File: config.mk
export PLATFORM = sky130hd
export DESIGN_NAME = terminal_cursor_tracker
export DESIGN_NICKNAME = d
export VERILOG_FILES = /design/src/sv/tct_pkg.sv /design/src/sv/terminal_cursor_tracker.sv /design/src/sv/tct_cfg.sv /design/src/sv/tct_alu.sv /design/src/sv/tct_ctrl.sv
export VERILOG_INCLUDE_DIRS = /design/src /design/src/sv
export SDC_FILE = /design/constraint.sdc
export NUM_CORES = 1
export LEC_CHECK = 0
export BUFFER_PORTS_ARGS = -buffer_cell sky130_fd_sc_hd__buf_2
export CAP_MARGIN = 20
export CORE_AREA = 2 2 110 112
export CTS_CLUSTER_SIZE = 28
export DETAILED_ROUTE_END_ITERATION = 16
export DIE_AREA = 0 0 112 114
export HOLD_SLACK_MARGIN = 0.08
export PLACE_DENSITY_LB_ADDON = 0.3
export SYNTH_ARGS = -nofsm -noshare
export SYNTH_HDL_FRONTEND = slang
export SYNTH_SLANG_ARGS = --single-unit
File: constraint.sdc
create_clock -name clk -period 11.6 [get_ports clk]
set_input_delay 0.58 -clock clk [delete_from_list [all_inputs] [get_ports clk]]
set_output_delay 0.58 -clock clk [all_outputs]
set_load 0.03 [all_outputs]
File: src/sv/terminal_cursor_tracker_defines.svh
// Assertion macros for the cursor tracker top level.
`ifndef TERMINAL_CURSOR_TRACKER_DEFINES_SVH
`define TERMINAL_CURSOR_TRACKER_DEFINES_SVH

// Checks that the consequent holds in the same cycle as the antecedent.
`define TCT_ASSERT_NOW(label, pre, post, msg) \
  label: assert property (@(posedge clk) disable iff (rst) (pre) |-> (post)) \
    else $error(msg);

// Checks that the consequent holds in the cycle after the antecedent.
`define TCT_ASSERT_NEXT(label, pre, post, msg) \
  label: assert property (@(posedge clk) disable iff (rst) (pre) |=> (post)) \
    else $error(msg);

`endif

File: src/sv/tct_pkg.sv
// Types and constants shared by the terminal cursor tracker modules.
package tct_pkg;

  localparam int POS_W       = 16;
  localparam int BYTE_W      = 8;
  localparam int CFG_IDX_W   = 3;
  localparam int MAX_SPACES  = 8;
  localparam int SPACE_CNT_W = 4;

  localparam logic [POS_W-1:0]  POS_MAX    = '1;
  localparam logic [BYTE_W-1:0] CHAR_BS    = 8'h08;
  localparam logic [BYTE_W-1:0] CHAR_TAB   = 8'h09;
  localparam logic [BYTE_W-1:0] CHAR_LF    = 8'h0A;
  localparam logic [BYTE_W-1:0] CHAR_CR    = 8'h0D;
  localparam logic [BYTE_W-1:0] CHAR_SPACE = 8'h20;

  typedef enum logic [CFG_IDX_W-1:0] {
    CFG_SCREEN_WIDTH  = 3'd0,
    CFG_SCREEN_HEIGHT = 3'd1,
    CFG_USE_LAST_CELL = 3'd2,
    CFG_WRAP_ENABLE   = 3'd3,
    CFG_CR_BEFORE_LF  = 3'd4
  } cfg_index_t;

  typedef struct packed {
    logic [BYTE_W-1:0] screen_width;
    logic [BYTE_W-1:0] screen_height;
    logic              use_last_cell;
    logic              wrap_enable;
    logic              cr_before_lf;
  } cfg_t;

  typedef enum logic [1:0] {
    ALU_INC_SAT   = 2'd0,
    ALU_DEC_FLOOR = 2'd1,
    ALU_SUB       = 2'd2
  } alu_op_t;

  typedef struct packed {
    logic [POS_W-1:0] value;
    logic             carry;
  } alu_res_t;

  typedef struct packed {
    logic [BYTE_W-1:0] out_byte;
    logic              has_byte;
    logic              accepted;
    logic [POS_W-1:0]  cursor_row;
    logic [POS_W-1:0]  cursor_col;
    logic              last_result;
  } result_t;

  typedef enum logic [3:0] {
    S_IDLE,
    S_CR,
    S_CHECK,
    S_MOD,
    S_TAB_INIT,
    S_TAB_COND,
    S_TAB_INC,
    S_WRAP,
    S_WRAP_ROW,
    S_FINAL
  } state_t;

endpackage

File: src/sv/terminal_cursor_tracker.sv
// Top level of the terminal cursor tracker: configuration, sequencer and output register.
//
// Each character item is taken on the input stream and turned into one or more result
// items on the output stream, each carrying the byte to send and the cursor position
// after it; tlast marks the final result of a character. The block works on one
// character at a time and is not ready while it does. A line feed with a leading
// carriage return first sends the carriage return in its own state, a wrap that moves
// the cursor to the next row takes an extra row step, backspace skips the wrap check and
// a refused character returns to idle with its single result. A tab first forms the
// quotient of the column by TAB_STOP through a reciprocal multiplication, then the
// distance to the next stop in the shared adder, and each space needs an increment and
// a compare step in that same adder. Results leave through a one-item output register,
// so the sequencer stalls only when that register is full and not being drained.
// Configuration writes are always taken and must be made while no character is in
// progress.
`include "terminal_cursor_tracker_defines.svh"

module terminal_cursor_tracker #(
  parameter int TAB_STOP = 8
) (
  input  logic        clk,
  input  logic        rst,
  input  logic        s_axis_tvalid,
  output logic        s_axis_tready,
  input  logic [7:0]  s_axis_tdata,   // [7:0] char_code
  output logic        m_axis_tvalid,
  input  logic        m_axis_tready,
  output logic [39:0] m_axis_tdata,   // [7:0] out_byte, [23:8] cursor_row, [39:24] cursor_col
  output logic [1:0]  m_axis_tuser,   // [0] has_byte, [1] accepted
  output logic        m_axis_tlast,
  input  logic        cfg_valid,
  output logic        cfg_ready,
  input  logic [2:0]  cfg_index,
  input  logic [7:0]  cfg_data
);
  import tct_pkg::*;

  cfg_t    cfg;
  logic    emit_valid;
  logic    emit_ready;
  result_t emit;
  logic    out_valid;
  result_t out_item;

  tct_cfg u_cfg (
    .clk       (clk),
    .rst       (rst),
    .cfg_valid (cfg_valid),
    .cfg_ready (cfg_ready),
    .cfg_index (cfg_index),
    .cfg_data  (cfg_data),
    .cfg       (cfg)
  );

  tct_ctrl #(
    .TAB_STOP (TAB_STOP)
  ) u_ctrl (
    .clk        (clk),
    .rst        (rst),
    .cfg        (cfg),
    .in_valid   (s_axis_tvalid),
    .in_ready   (s_axis_tready),
    .in_char    (s_axis_tdata),
    .emit_valid (emit_valid),
    .emit_ready (emit_ready),
    .emit       (emit)
  );

  assign emit_ready = !out_valid || m_axis_tready;

  always_ff @(posedge clk) begin
    if (rst) begin
      out_valid <= 1'b0;
    end else if (emit_valid && emit_ready) begin
      out_valid <= 1'b1;
    end else if (m_axis_tready) begin
      out_valid <= 1'b0;
    end
  end

  always_ff @(posedge clk) begin
    if (emit_valid && emit_ready) begin
      out_item <= emit;
    end
  end

  assign m_axis_tvalid = out_valid;
  assign m_axis_tdata  = {out_item.cursor_col, out_item.cursor_row, out_item.out_byte};
  assign m_axis_tuser  = {out_item.accepted, out_item.has_byte};
  assign m_axis_tlast  = out_item.last_result;

  `TCT_ASSERT_NEXT(a_busy_after_accept, s_axis_tvalid && s_axis_tready, !s_axis_tready,
                   "input ready straight after an item was taken")
  `TCT_ASSERT_NEXT(a_ready_after_last, emit_valid && emit_ready && emit.last_result,
                   s_axis_tready, "not ready after the final result of an item")
  `TCT_ASSERT_NOW(a_no_emit_when_idle, emit_valid, !s_axis_tready,
                  "result produced while waiting for input")

endmodule

File: src/sv/tct_cfg.sv
// Configuration register bank of the terminal cursor tracker.
module tct_cfg (
  input  logic                            clk,
  input  logic                            rst,
  input  logic                            cfg_valid,
  output logic                            cfg_ready,
  input  logic [tct_pkg::CFG_IDX_W-1:0]   cfg_index,
  input  logic [tct_pkg::BYTE_W-1:0]      cfg_data,
  output tct_pkg::cfg_t                   cfg
);
  import tct_pkg::*;

  assign cfg_ready = 1'b1;

  always_ff @(posedge clk) begin
    if (rst) begin
      cfg.screen_width  <= 8'd80;
      cfg.screen_height <= 8'd24;
      cfg.use_last_cell <= 1'b0;
      cfg.wrap_enable   <= 1'b0;
      cfg.cr_before_lf  <= 1'b0;
    end else if (cfg_valid && cfg_ready) begin
      unique case (cfg_index)
        CFG_SCREEN_WIDTH:  cfg.screen_width  <= cfg_data;
        CFG_SCREEN_HEIGHT: cfg.screen_height <= cfg_data;
        CFG_USE_LAST_CELL: cfg.use_last_cell <= cfg_data[0];
        CFG_WRAP_ENABLE:   cfg.wrap_enable   <= cfg_data[0];
        CFG_CR_BEFORE_LF:  cfg.cr_before_lf  <= cfg_data[0];
        default: begin
        end
      endcase
    end
  end

endmodule

File: src/sv/tct_alu.sv
// Shared adder of the cursor tracker: saturating increment, floored decrement, subtract.
module tct_alu (
  input  tct_pkg::alu_op_t            op,
  input  logic [tct_pkg::POS_W-1:0]   a,
  input  logic [tct_pkg::POS_W-1:0]   b,
  output tct_pkg::alu_res_t           res
);
  import tct_pkg::*;

  logic [POS_W-1:0] b_eff;
  logic             cin;
  logic [POS_W:0]   sum;

  always_comb begin
    b_eff = '0;
    cin   = 1'b0;
    unique case (op)
      ALU_INC_SAT: begin
        b_eff = '0;
        cin   = 1'b1;
      end
      ALU_DEC_FLOOR: begin
        b_eff = '1;
        cin   = 1'b0;
      end
      ALU_SUB: begin
        b_eff = ~b;
        cin   = 1'b1;
      end
      default: begin
        b_eff = '0;
        cin   = 1'b0;
      end
    endcase
    sum       = {1'b0, a} + {1'b0, b_eff} + {{POS_W{1'b0}}, cin};
    res.carry = sum[POS_W];
    res.value = sum[POS_W-1:0];
    if ((op == ALU_INC_SAT) && (a == POS_MAX)) begin
      res.value = a;
    end
    if ((op == ALU_DEC_FLOOR) && (a == '0)) begin
      res.value = a;
    end
  end

endmodule

File: src/sv/tct_ctrl.sv
// Sequencer of the cursor tracker: holds the cursor and steps the shared adder per item.
module tct_ctrl #(
  parameter int TAB_STOP = 8
) (
  input  logic                          clk,
  input  logic                          rst,
  input  tct_pkg::cfg_t                 cfg,
  input  logic                          in_valid,
  output logic                          in_ready,
  input  logic [tct_pkg::BYTE_W-1:0]    in_char,
  output logic                          emit_valid,
  input  logic                          emit_ready,
  output tct_pkg::result_t              emit
);
  import tct_pkg::*;

  localparam int REM_W     = $clog2(TAB_STOP);
  localparam int CNT_W     = $clog2(TAB_STOP + 1);
  localparam int MUL_SHIFT = POS_W + REM_W;
  localparam int RECIP_W   = POS_W + 1;
  localparam logic [POS_W-1:0]   TAB_STOP_W = POS_W'(TAB_STOP);
  localparam logic [RECIP_W-1:0] RECIP      =
    RECIP_W'((64'd1 << MUL_SHIFT) / 64'(TAB_STOP) + 64'd1);

  state_t                 state, state_next;
  logic [BYTE_W-1:0]      char_reg, char_reg_next;
  logic [POS_W-1:0]       row, row_next;
  logic [POS_W-1:0]       col, col_next;
  logic [POS_W-1:0]       quot, quot_next;
  logic [CNT_W-1:0]       tab_left, tab_left_next;
  logic [SPACE_CNT_W-1:0] spaces, spaces_next;

  alu_op_t                alu_op;
  logic [POS_W-1:0]       alu_a;
  logic [POS_W-1:0]       alu_b;
  alu_res_t               alu_res;

  logic [POS_W-1:0]       width_ext;
  logic [BYTE_W-1:0]      width_m1;
  logic [BYTE_W-1:0]      height_m1;
  logic                   refuse;
  logic [2*POS_W:0]       quot_prod;
  logic [POS_W-1:0]       quot_scaled;
  logic                   tab_go;

  tct_alu u_alu (
    .op  (alu_op),
    .a   (alu_a),
    .b   (alu_b),
    .res (alu_res)
  );

  assign width_ext   = POS_W'(cfg.screen_width);
  assign width_m1    = cfg.screen_width - 8'd1;
  assign height_m1   = cfg.screen_height - 8'd1;
  assign refuse      = !cfg.use_last_cell && (cfg.screen_height != '0) &&
                       (cfg.screen_width != '0) && (row == POS_W'(height_m1)) &&
                       (col == POS_W'(width_m1));
  assign quot_prod   = {{(POS_W+1){1'b0}}, col} * {{POS_W{1'b0}}, RECIP};
  assign quot_scaled = quot * TAB_STOP_W;

  always_ff @(posedge clk) begin
    if (rst) begin
      state <= S_IDLE;
      row   <= '0;
      col   <= '0;
    end else begin
      state <= state_next;
      row   <= row_next;
      col   <= col_next;
    end
  end

  always_ff @(posedge clk) begin
    char_reg <= char_reg_next;
    quot     <= quot_next;
    tab_left <= tab_left_next;
    spaces   <= spaces_next;
  end

  always_comb begin
    state_next       = state;
    char_reg_next    = char_reg;
    row_next         = row;
    col_next         = col;
    quot_next        = quot;
    tab_left_next    = tab_left;
    spaces_next      = spaces;
    alu_op           = ALU_SUB;
    alu_a            = col;
    alu_b            = width_ext;
    in_ready         = 1'b0;
    emit_valid       = 1'b0;
    emit.out_byte    = '0;
    emit.has_byte    = 1'b0;
    emit.accepted    = 1'b1;
    emit.cursor_row  = row;
    emit.cursor_col  = col;
    emit.last_result = 1'b0;
    tab_go           = 1'b0;

    unique case (state)
      S_IDLE: begin
        in_ready = 1'b1;
        if (in_valid) begin
          char_reg_next = in_char;
          if (cfg.cr_before_lf && (in_char == CHAR_LF)) begin
            state_next = S_CR;
          end else begin
            state_next = S_CHECK;
          end
        end
      end
      S_CR: begin
        emit_valid    = 1'b1;
        emit.out_byte = CHAR_CR;
        emit.has_byte = 1'b1;
        if (emit_ready) begin
          state_next = S_CHECK;
        end
      end
      S_CHECK: begin
        spaces_next = '0;
        if (refuse) begin
          emit_valid       = 1'b1;
          emit.accepted    = 1'b0;
          emit.last_result = 1'b1;
          if (emit_ready) begin
            state_next = S_IDLE;
          end
        end else begin
          unique case (char_reg)
            CHAR_LF: begin
              alu_op     = ALU_INC_SAT;
              alu_a      = row;
              row_next   = alu_res.value;
              col_next   = '0;
              state_next = S_WRAP;
            end
            CHAR_CR: begin
              col_next   = '0;
              state_next = S_WRAP;
            end
            CHAR_BS: begin
              alu_op     = ALU_DEC_FLOOR;
              col_next   = alu_res.value;
              state_next = S_FINAL;
            end
            CHAR_TAB: begin
              state_next = S_MOD;
            end
            default: begin
              alu_op     = ALU_INC_SAT;
              col_next   = alu_res.value;
              state_next = S_WRAP;
            end
          endcase
        end
      end
      S_MOD: begin
        // The quotient of the column by the tab stop comes from a reciprocal multiplication.
        quot_next  = POS_W'(quot_prod >> MUL_SHIFT);
        state_next = S_TAB_INIT;
      end
      S_TAB_INIT: begin
        alu_b         = quot_scaled;
        tab_left_next = CNT_W'(TAB_STOP) - CNT_W'(alu_res.value[REM_W-1:0]);
        state_next    = S_TAB_COND;
      end
      S_TAB_COND: begin
        tab_go = (cfg.wrap_enable || !alu_res.carry) && (tab_left != '0) &&
                 (spaces != SPACE_CNT_W'(MAX_SPACES));
        if (tab_go) begin
          // The previous space goes out now; the last one waits for the wrap step.
          if (spaces != '0) begin
            emit_valid    = 1'b1;
            emit.out_byte = CHAR_SPACE;
            emit.has_byte = 1'b1;
            if (emit_ready) begin
              state_next = S_TAB_INC;
            end
          end else begin
            state_next = S_TAB_INC;
          end
        end else begin
          state_next = S_WRAP;
        end
      end
      S_TAB_INC: begin
        alu_op        = ALU_INC_SAT;
        col_next      = alu_res.value;
        tab_left_next = tab_left - CNT_W'(1);
        spaces_next   = spaces + SPACE_CNT_W'(1);
        state_next    = S_TAB_COND;
      end
      S_WRAP: begin
        if (cfg.wrap_enable && alu_res.carry) begin
          col_next   = alu_res.value;
          state_next = S_WRAP_ROW;
        end else begin
          state_next = S_FINAL;
        end
      end
      S_WRAP_ROW: begin
        alu_op     = ALU_INC_SAT;
        alu_a      = row;
        row_next   = alu_res.value;
        state_next = S_FINAL;
      end
      S_FINAL: begin
        emit_valid       = 1'b1;
        emit.last_result = 1'b1;
        if (char_reg != CHAR_TAB) begin
          emit.out_byte = char_reg;
          emit.has_byte = 1'b1;
        end else if (spaces != '0) begin
          emit.out_byte = CHAR_SPACE;
          emit.has_byte = 1'b1;
        end
        if (emit_ready) begin
          state_next = S_IDLE;
        end
      end
      default: begin
        state_next = S_IDLE;
      end
    endcase
  end

endmodule

==> metrics.md, run 1 <==
| Metric | Value |
|---|---|
| Final WS setup | 3780 ps |
| CTS Buf Count | 17 |
| Nets | approximately 900 |
| WP data required | 11690 ps |
| Share of layout cells above drive strength 1 | 0.166 |
| Port bufs | between 60 and 70 |
| Crit path kind | flop to flop |
| Final instance area | approximately 0.0082 sq mm |
| Dpl hpwl | ~14000 microns |
| Clk_skew | about 8.8 ps |
| Ranking of synthesized cells by area | edfxtp_1 30%, dfxtp_1 16%, nor2_1 5.5%, nand2_1 4.6%, ha_1 4.5% |
| Synth warnings | 0 |
| Final ANT Viol Nets | 0 |
| Hold crit path type | input port to flop |
| First-pass GRT wire length | between 30000 and 40000 microns |
| Non-filler instance count after layout | 989 |
| Slew @ Worst Pin | 1120 ps |
| Initial antenna violation count | 0 |
| Die extent in x | around 110 microns |
| Util after Layout | 0.703 |
| Root Driver | clkbuf_16 |
| Die area | ~0.013 sq mm |
| I/O Pins | 70 |
| Vias per cell | about 6.4 |
| Net Count, Synth | ~820 |
| Syn Area/Cell | around 9.4 sq um |
| Overflow left after global routing | 0 |
| Setup TNS | 0 ps |
| CP max stage delay | around 700 ps |
| Area Growth Syn to Fin | 14.5% |
| Synthesized instance count | 767 |
| Count of final max-slew check failures | 0 |
| Ys flop type | edfxtp_1 |
| Inst Count DP | 957 |
| Finish-stage setup viols | 0 |
| Unrepaired setup endpoints after global routing | no |
| Die height | 114 microns |
| Maximum clock insertion buffer count | 2 |
| Crit. End Element | flop |
| Max-cap violations | 0 |
| Worst-Skew Late Latency | ~430 ps |
| Peak VDD IR | approximately 140 uV |
| Total GRT Usage | 0.325 |
| Unique masters post-synth | 73 |
| Hold Buf Count CTS | 0 |
| LEAKAGE | 3.12 nW |
| Drt first pass iters | 5 |
| Total core area | 0.0117 sq mm |
| P per Cell Area | 270 mW/mm^2 |
| WP data arrival | between 7000 and 8000 ps |
| Most common cell after layout, fill and taps aside | nor2_1 |
| # DRC | 0 |
| RePlAce Congestion | around 0.9 |
| Clock Pin Slew Worst Setup and Hold Paths | about 50 ps |
| Largest fanout on the critical path | 23 |
| Number of flip-flops in the largest register | 40 |
| Clk sinks | 128 |
| CTS resizes | 0 |
| Area share of the largest cell type after synthesis | 0.301 |
| Register bit total from synthesis | roughly 130 |
| Htree depth | 4 |
| Minimum clock period | 7820 ps |
| # rows | 40 |
| Fmax | about 130 MHz |
| Starting Density | 0.614 |
| Most frequent cells in the layout | 104 x nor2_1, 89 x nand2_1, 72 x edfxtp_1 |
| DR WL/cell | roughly 21 microns |
| Post-synth top area cell | edfxtp_1 |
| Share of the clock period used by the worst path | 0.674 |
| Status | completed |
| Crit start category | flop |
| Post-Syn Area | 0.00719 sq mm |
| DP Worst Slack | roughly 4000 ps |
| Relative slew slack | 0.249 |
| EDFF count, synth | 72 |
| Sequential element share of the synthesized area | 0.457 |
| DR iter-0 viols | around 770 |
| Setup bufs post-CTS | 0 |
| # diodes | 0 |
| Synth async-reset ratio | 0 |
| Post-Route WL | between 20000 and 25000 microns |
| Final Hold Viols | 0 |
| Vias in the first global route | roughly 6000 |
| Crit-path slowest cell | ha_1 |
| Placement Cell Area | 0.00765 sq mm |
| Pin count of the biggest net entering global routing | 45 |
| DR vias | 6328 |
| CTS tree | built |
| Most common cell on crit path | a21oi_1 |
==> routing by layer <==
metal | vias up | wire [microns] | global-route usage
li1 | 2917 | - | -
met1 | 3001 | 8300 | 0.435
met2 | 353 | 9510 | 0.519
met3 | 57 | 1970 | 0.0701
met4 | 0 | 597 | 0.134
met5 | - | 0 | 0
==> synth_stat cells, types with 6 or more instances <==
master / instances
dfxtp_1: 56
and3_1: 9
a211oi_1: 15
clkbuf_1: 26
xnor2_1: 26
edfxtp_1: 72
nand2_1: 89
and2_1: 6
o31ai_1: 6
nand2b_1: 7
a21o_1: 8
or4_1: 6
xor2_1: 14
nor2_1: 105
mux2i_1: 11
a211oi_2: 7
a31oi_1: 12
a21oi_1: 51
nand3_1: 25
inv_1: 20
o21ai_0: 24
nor2b_1: 13
ha_1: 26
a21oi_2: 7
nor3_1: 16
nor4_1: 12
==> cells by family (layout without fill, tap and decap cells) <==
logic type               count (synthesis)  in the layout  synth area share
AND/OR/NAND/NOR                        330            330             0.227
AO/OA/AOI/OAI                          174            174             0.166
flip-flops                             128            128             0.457
buffers and inverters                   54            129            0.0331
XOR/XNOR                                40             40            0.0487
adder cells (fa/ha/maj)                 28             28            0.0508
multiplexers                            12             12            0.0169
other                                    1              1          0.000521
==> final timing paths <==
kind | cells past startpoint | end | start | slack, ps
setup / recovery | 26 | m_axis_tdata[14]$_DFFE_PP_ | u_cfg.cfg[3]$_SDFFE_PP0P_ | 3780
hold / removal | 1 | u_ctrl.char_reg[3]$_DFFE_PP_ | s_axis_tdata[3] | 340
setup reg to reg | 26 | m_axis_tdata[14]$_DFFE_PP_ | u_cfg.cfg[3]$_SDFFE_PP0P_ | 3780
hold reg to reg | 2 | u_cfg.cfg[0]$_SDFFE_PP0P_ | u_cfg.cfg[0]$_SDFFE_PP0P_ | 510
==> stage by stage <==
step / power, mW / hold WS [ps]
4_1_cts: 2.21 / 327
6_report: 2.23 / 340
5_1_grt: 2.34 / 328
3_3_place_gp: 1.65 / 479
3_5_place_dp: 1.67 / 495
2_1_floorplan: 1.41 / 406
==> worst max-delay path: cells and delay by family, from the launching register on <==
family                   cells  cell delay [ps]
AND/OR/NAND/NOR             11             2650
adder cells (fa/ha/maj)      4             1940
AO/OA/AOI/OAI                7             1610
buffers and inverters        3              690
flip-flops                   1              430
XOR/XNOR                     1              130
==> cell type report <==
type | count | area [sq um]
fill | 887 | 3480
inverter | 20 | 75.1
sequential | 128 | 3280
clock buffer | 20 | 437
clock inverter | 12 | 143
multi-input combinational | 585 | 3700
timing repair buffer | 77 | 408
tap | 147 | 184
==> power breakdown <==
| part | internal, mW | switching [mW] |
|---|---|---|
| sequential | 0.600 | 0.0958 |
| combinational | 0.371 | 0.630 |
| clock | 0.334 | 0.195 |
| total | 1.30 | 0.921 |
No activity file was read; power rests on OpenSTA's default activity.
==> run 2: changes to the inputs <==
--- a/config.mk
+++ b/config.mk
@@ -8,10 +8,10 @@
 export LEC_CHECK = 0
 export BUFFER_PORTS_ARGS = -buffer_cell sky130_fd_sc_hd__buf_2
 export CAP_MARGIN = 20
-export CORE_AREA = 2 2 110 112
+export CORE_AREA = 2 2 119 121
 export CTS_CLUSTER_SIZE = 28
 export DETAILED_ROUTE_END_ITERATION = 16
-export DIE_AREA = 0 0 112 114
+export DIE_AREA = 0 0 121 123
 export HOLD_SLACK_MARGIN = 0.08
 export PLACE_DENSITY_LB_ADDON = 0.3
 export SYNTH_ARGS = -nofsm -noshare
==> constraint.sdc (replaced) <==
create_clock -name clk -period 6.55 [get_ports clk]
set_input_delay 0.3275 -clock clk [delete_from_list [all_inputs] [get_ports clk]]
set_output_delay 0.3275 -clock clk [all_outputs]
set_load 0.03 [all_outputs]
==> run 2 against run 1 <==
- die area rose by 17%
- final area rose by 3.8%
- fmax rose by 27%
- first-iteration DRC count fell by 13%
- critical path depth rose by 1
- routed wire length fell by 2.3%
- global-route usage fell by 5.1 points
- critical path type unchanged
==> metrics.md, run 2 (synthesis gave the netlist of run 1 again) <==
| Metric | Value |
|---|---|
| Status | completed |
| Largest fanout on the critical path | 33 (+43%) |
| # rows | 43 (+7.5%) |
| Htree depth | 4 (unchanged) |
| Worst Setup EP | m_axis_tdata[16]$_DFFE_PP_ |
| WP data required | 6660 ps (-5030 ps) |
| Drt first pass iters | 6 (+1) |
| LEAKAGE | 3.30 nW (+5.6%) |
| Clk_skew | 14.1 ps (+5.36 ps) |
| DR WL/cell | 19.0 microns (-7.6%) |
| Worst R2R Path Depth | 27 (+3.8%) |
| DR iter-0 viols | 670 (-13%) |
| Most common cell after layout, fill and taps aside | nor2_1 |
| Non-filler instance count after layout | 1046 (+5.8%) |
| Util after Layout | 0.628 (-0.0750) |
| Crit start category | flop |
| Minimum clock period | 6140 ps (-1670 ps) |
| Fillers | 1113 (+25%) |
| Clk sinks | 128 (unchanged) |
| Total core area | 0.0136 sq mm (+16%) |
| Total GRT Usage | 0.274 (-0.0510) |
| Vias per cell | 6.01 (-6.0%) |
| Crit path kind | flop to flop |
| First-pass GRT wire length | 30800 microns (-3.6%) |
| Count of final max-slew check failures | 0 (unchanged) |
| Max-cap violations | 0 (unchanged) |
| Final Hold Viols | 0 (unchanged) |
| Peak VDD IR | 233 uV (+73%) |
| Finish-stage setup viols | 0 (unchanged) |
| CTS Buf Count | 17 (unchanged) |
| Maximum clock insertion buffer count | 2 (unchanged) |
| I/O Pins | 70 (unchanged) |
| Most frequent cells in the layout | 104 x nor2_1, 89 x nand2_1, 72 x edfxtp_1 |
| Share of layout cells above drive strength 1 | 0.192 (+0.0256) |
| Nets | 904 (+2.6%) |
| Reg2Reg Launch Point | u_cfg.cfg[3]$_SDFFE_PP0P_ |
| Inst Count DP | 1009 (+5.4%) |
| DR vias | 6290 (-0.60%) |
| FF-to-FF setup slack | 410 ps (-3380 ps) |
| Slew @ Worst Pin | 792 ps (-332 ps) |
| Port bufs | 68 (unchanged) |
| CTS tree | built |
| Dpl hpwl | 14600 microns (+0.74%) |
| Initial antenna violation count | 1 (+1) |
| Die height | 123 microns (+7.9%) |
| Worst Setup SP | u_cfg.cfg[3]$_SDFFE_PP0P_ |
| RR Endpoint | m_axis_tdata[16]$_DFFE_PP_ |
| P per Cell Area | 470 mW/mm^2 (+74%) |
| Clock Pin Slew Worst Setup and Hold Paths | 60 ps (about the same) |
| Post-Route WL | 19900 microns (-2.3%) |
| Hold crit path type | input port to flop |
| Starting Density | 0.528 (-0.0857) |
| Fmax | 163 MHz (+27%) |
| Root Driver | clkbuf_16 |
| Share of the clock period used by the worst path | 0.938 (+0.264) |
| WP data arrival | 6260 ps (-1650 ps) |
| Overflow left after global routing | 0 (unchanged) |
| Pin count of the biggest net entering global routing | 45 (unchanged) |
| RePlAce Congestion | 0.940 (+3.6%) |
| # DRC | 0 (unchanged) |
| Worst-Skew Late Latency | 430 ps (about the same) |
| Vias in the first global route | 5865 (-1.8%) |
| Area Growth Syn to Fin | 18.8% |
| Die area | 0.0149 sq mm (+17%) |
| Crit. End Element | flop |
| Die extent in x | 121 microns (+8.0%) |
| Final ANT Viol Nets | 0 (unchanged) |
| Relative slew slack | 0.470 (+0.221) |
| Number of flip-flops in the largest register | 40 (unchanged) |
[run 2: per-stage QoR]
stage          hold slack [ps]  setup slack, ps  setup TNS, ps  area [sq um]  total power, mW
2_1_floorplan              406              281              0          7200             2.49
3_3_place_gp               488              370              0          7840             2.95
3_5_place_dp               487              157              0          7840             2.98
4_1_cts                   80.8              121              0          8490             3.99
5_1_grt                   82.8            -4.79          -30.7          8540             4.23
6_report                  91.1              405              0          8550             4.02
[run 2: power by group]
| group | internal (mW) | switching, mW | leakage (nW) |
|---|---|---|---|
| registers | 1.06 | 0.158 | 1.12 |
| clock network | 0.653 | 0.347 | 0.307 |
| logic | 0.688 | 1.11 | 1.87 |
[run 2: worst min-delay path by stage]
| stage | start | endpoint | slack [ps] | cells after the start |
|---|---|---|---|---|
| 6_report | s_axis_tdata[1] | u_ctrl.char_reg[1]$_DFFE_PP_ | 90 | 1 |
| 3_3_place_gp | u_cfg.cfg[0]$_SDFFE_PP0P_ | u_cfg.cfg[0]$_SDFFE_PP0P_ | 490 | 2 |
| 3_5_place_dp | u_cfg.cfg[0]$_SDFFE_PP0P_ | u_cfg.cfg[0]$_SDFFE_PP0P_ | 490 | 2 |
| 2_1_floorplan | u_ctrl.row[4]$_SDFFE_PP0P_ | m_axis_tdata[12]$_DFFE_PP_ | 410 | 0 |
| 4_1_cts | s_axis_tdata[3] | u_ctrl.char_reg[3]$_DFFE_PP_ | 80 | 1 |
| 5_1_grt | s_axis_tdata[6] | u_ctrl.char_reg[6]$_DFFE_PP_ | 80 | 1 |
[run 2: metal layers]
layer  GRT usage  part of all wire  wire [microns]  up-vias
met5           0                 0               0        -
met4       0.112             0.030             607        0
met3      0.0650             0.084            1670       52
met2       0.433              0.46            9220      311
met1       0.364              0.42            8410     2952
li1            -                 -               -     2975
[run 2: critical path, cell delays in order (launching register included)]
cell	delay, ps
dfxtp_1	440
inv_1	130
ha_1	320
xnor2_1	150
nor4_2	300
nand4_1	240
nor4_4	300
nand3_4	170
a21oi_1	170
nor3_1	60
o21bai_1	220
inv_1	90
ha_1	220
a21oi_1	140
nor2_1	80
fa_1	470
fa_1	420
a21oi_1	220
o211ai_1	190
a32oi_2	280
a21oi_1	130
a31o_2	290
nand2b_1	90
nand3_1	100
nand2_1	110
nor2_1	80
nor2_4	150
buf_12	230
[run 2: final cells by class]
cell class	count	area, sq um	area share
inverter	20	75.1	0.00878
clock buffer	21	460	0.0539
clock inverter	11	161	0.0189
timing repair buffer	100	603	0.0706
sequential	128	3280	0.384
antenna	1	2.50	0.000293
multi-input combinational	585	3740	0.437
tap	180	225	0.0264
[run 2: timing repair]
action	4_1_cts	5_1_grt
endpoints found under the hold margin	3	1
endpoints found under the setup margin	0	60
gates resized for setup	0	6
hold buffers	3	1
setup buffers	0	0
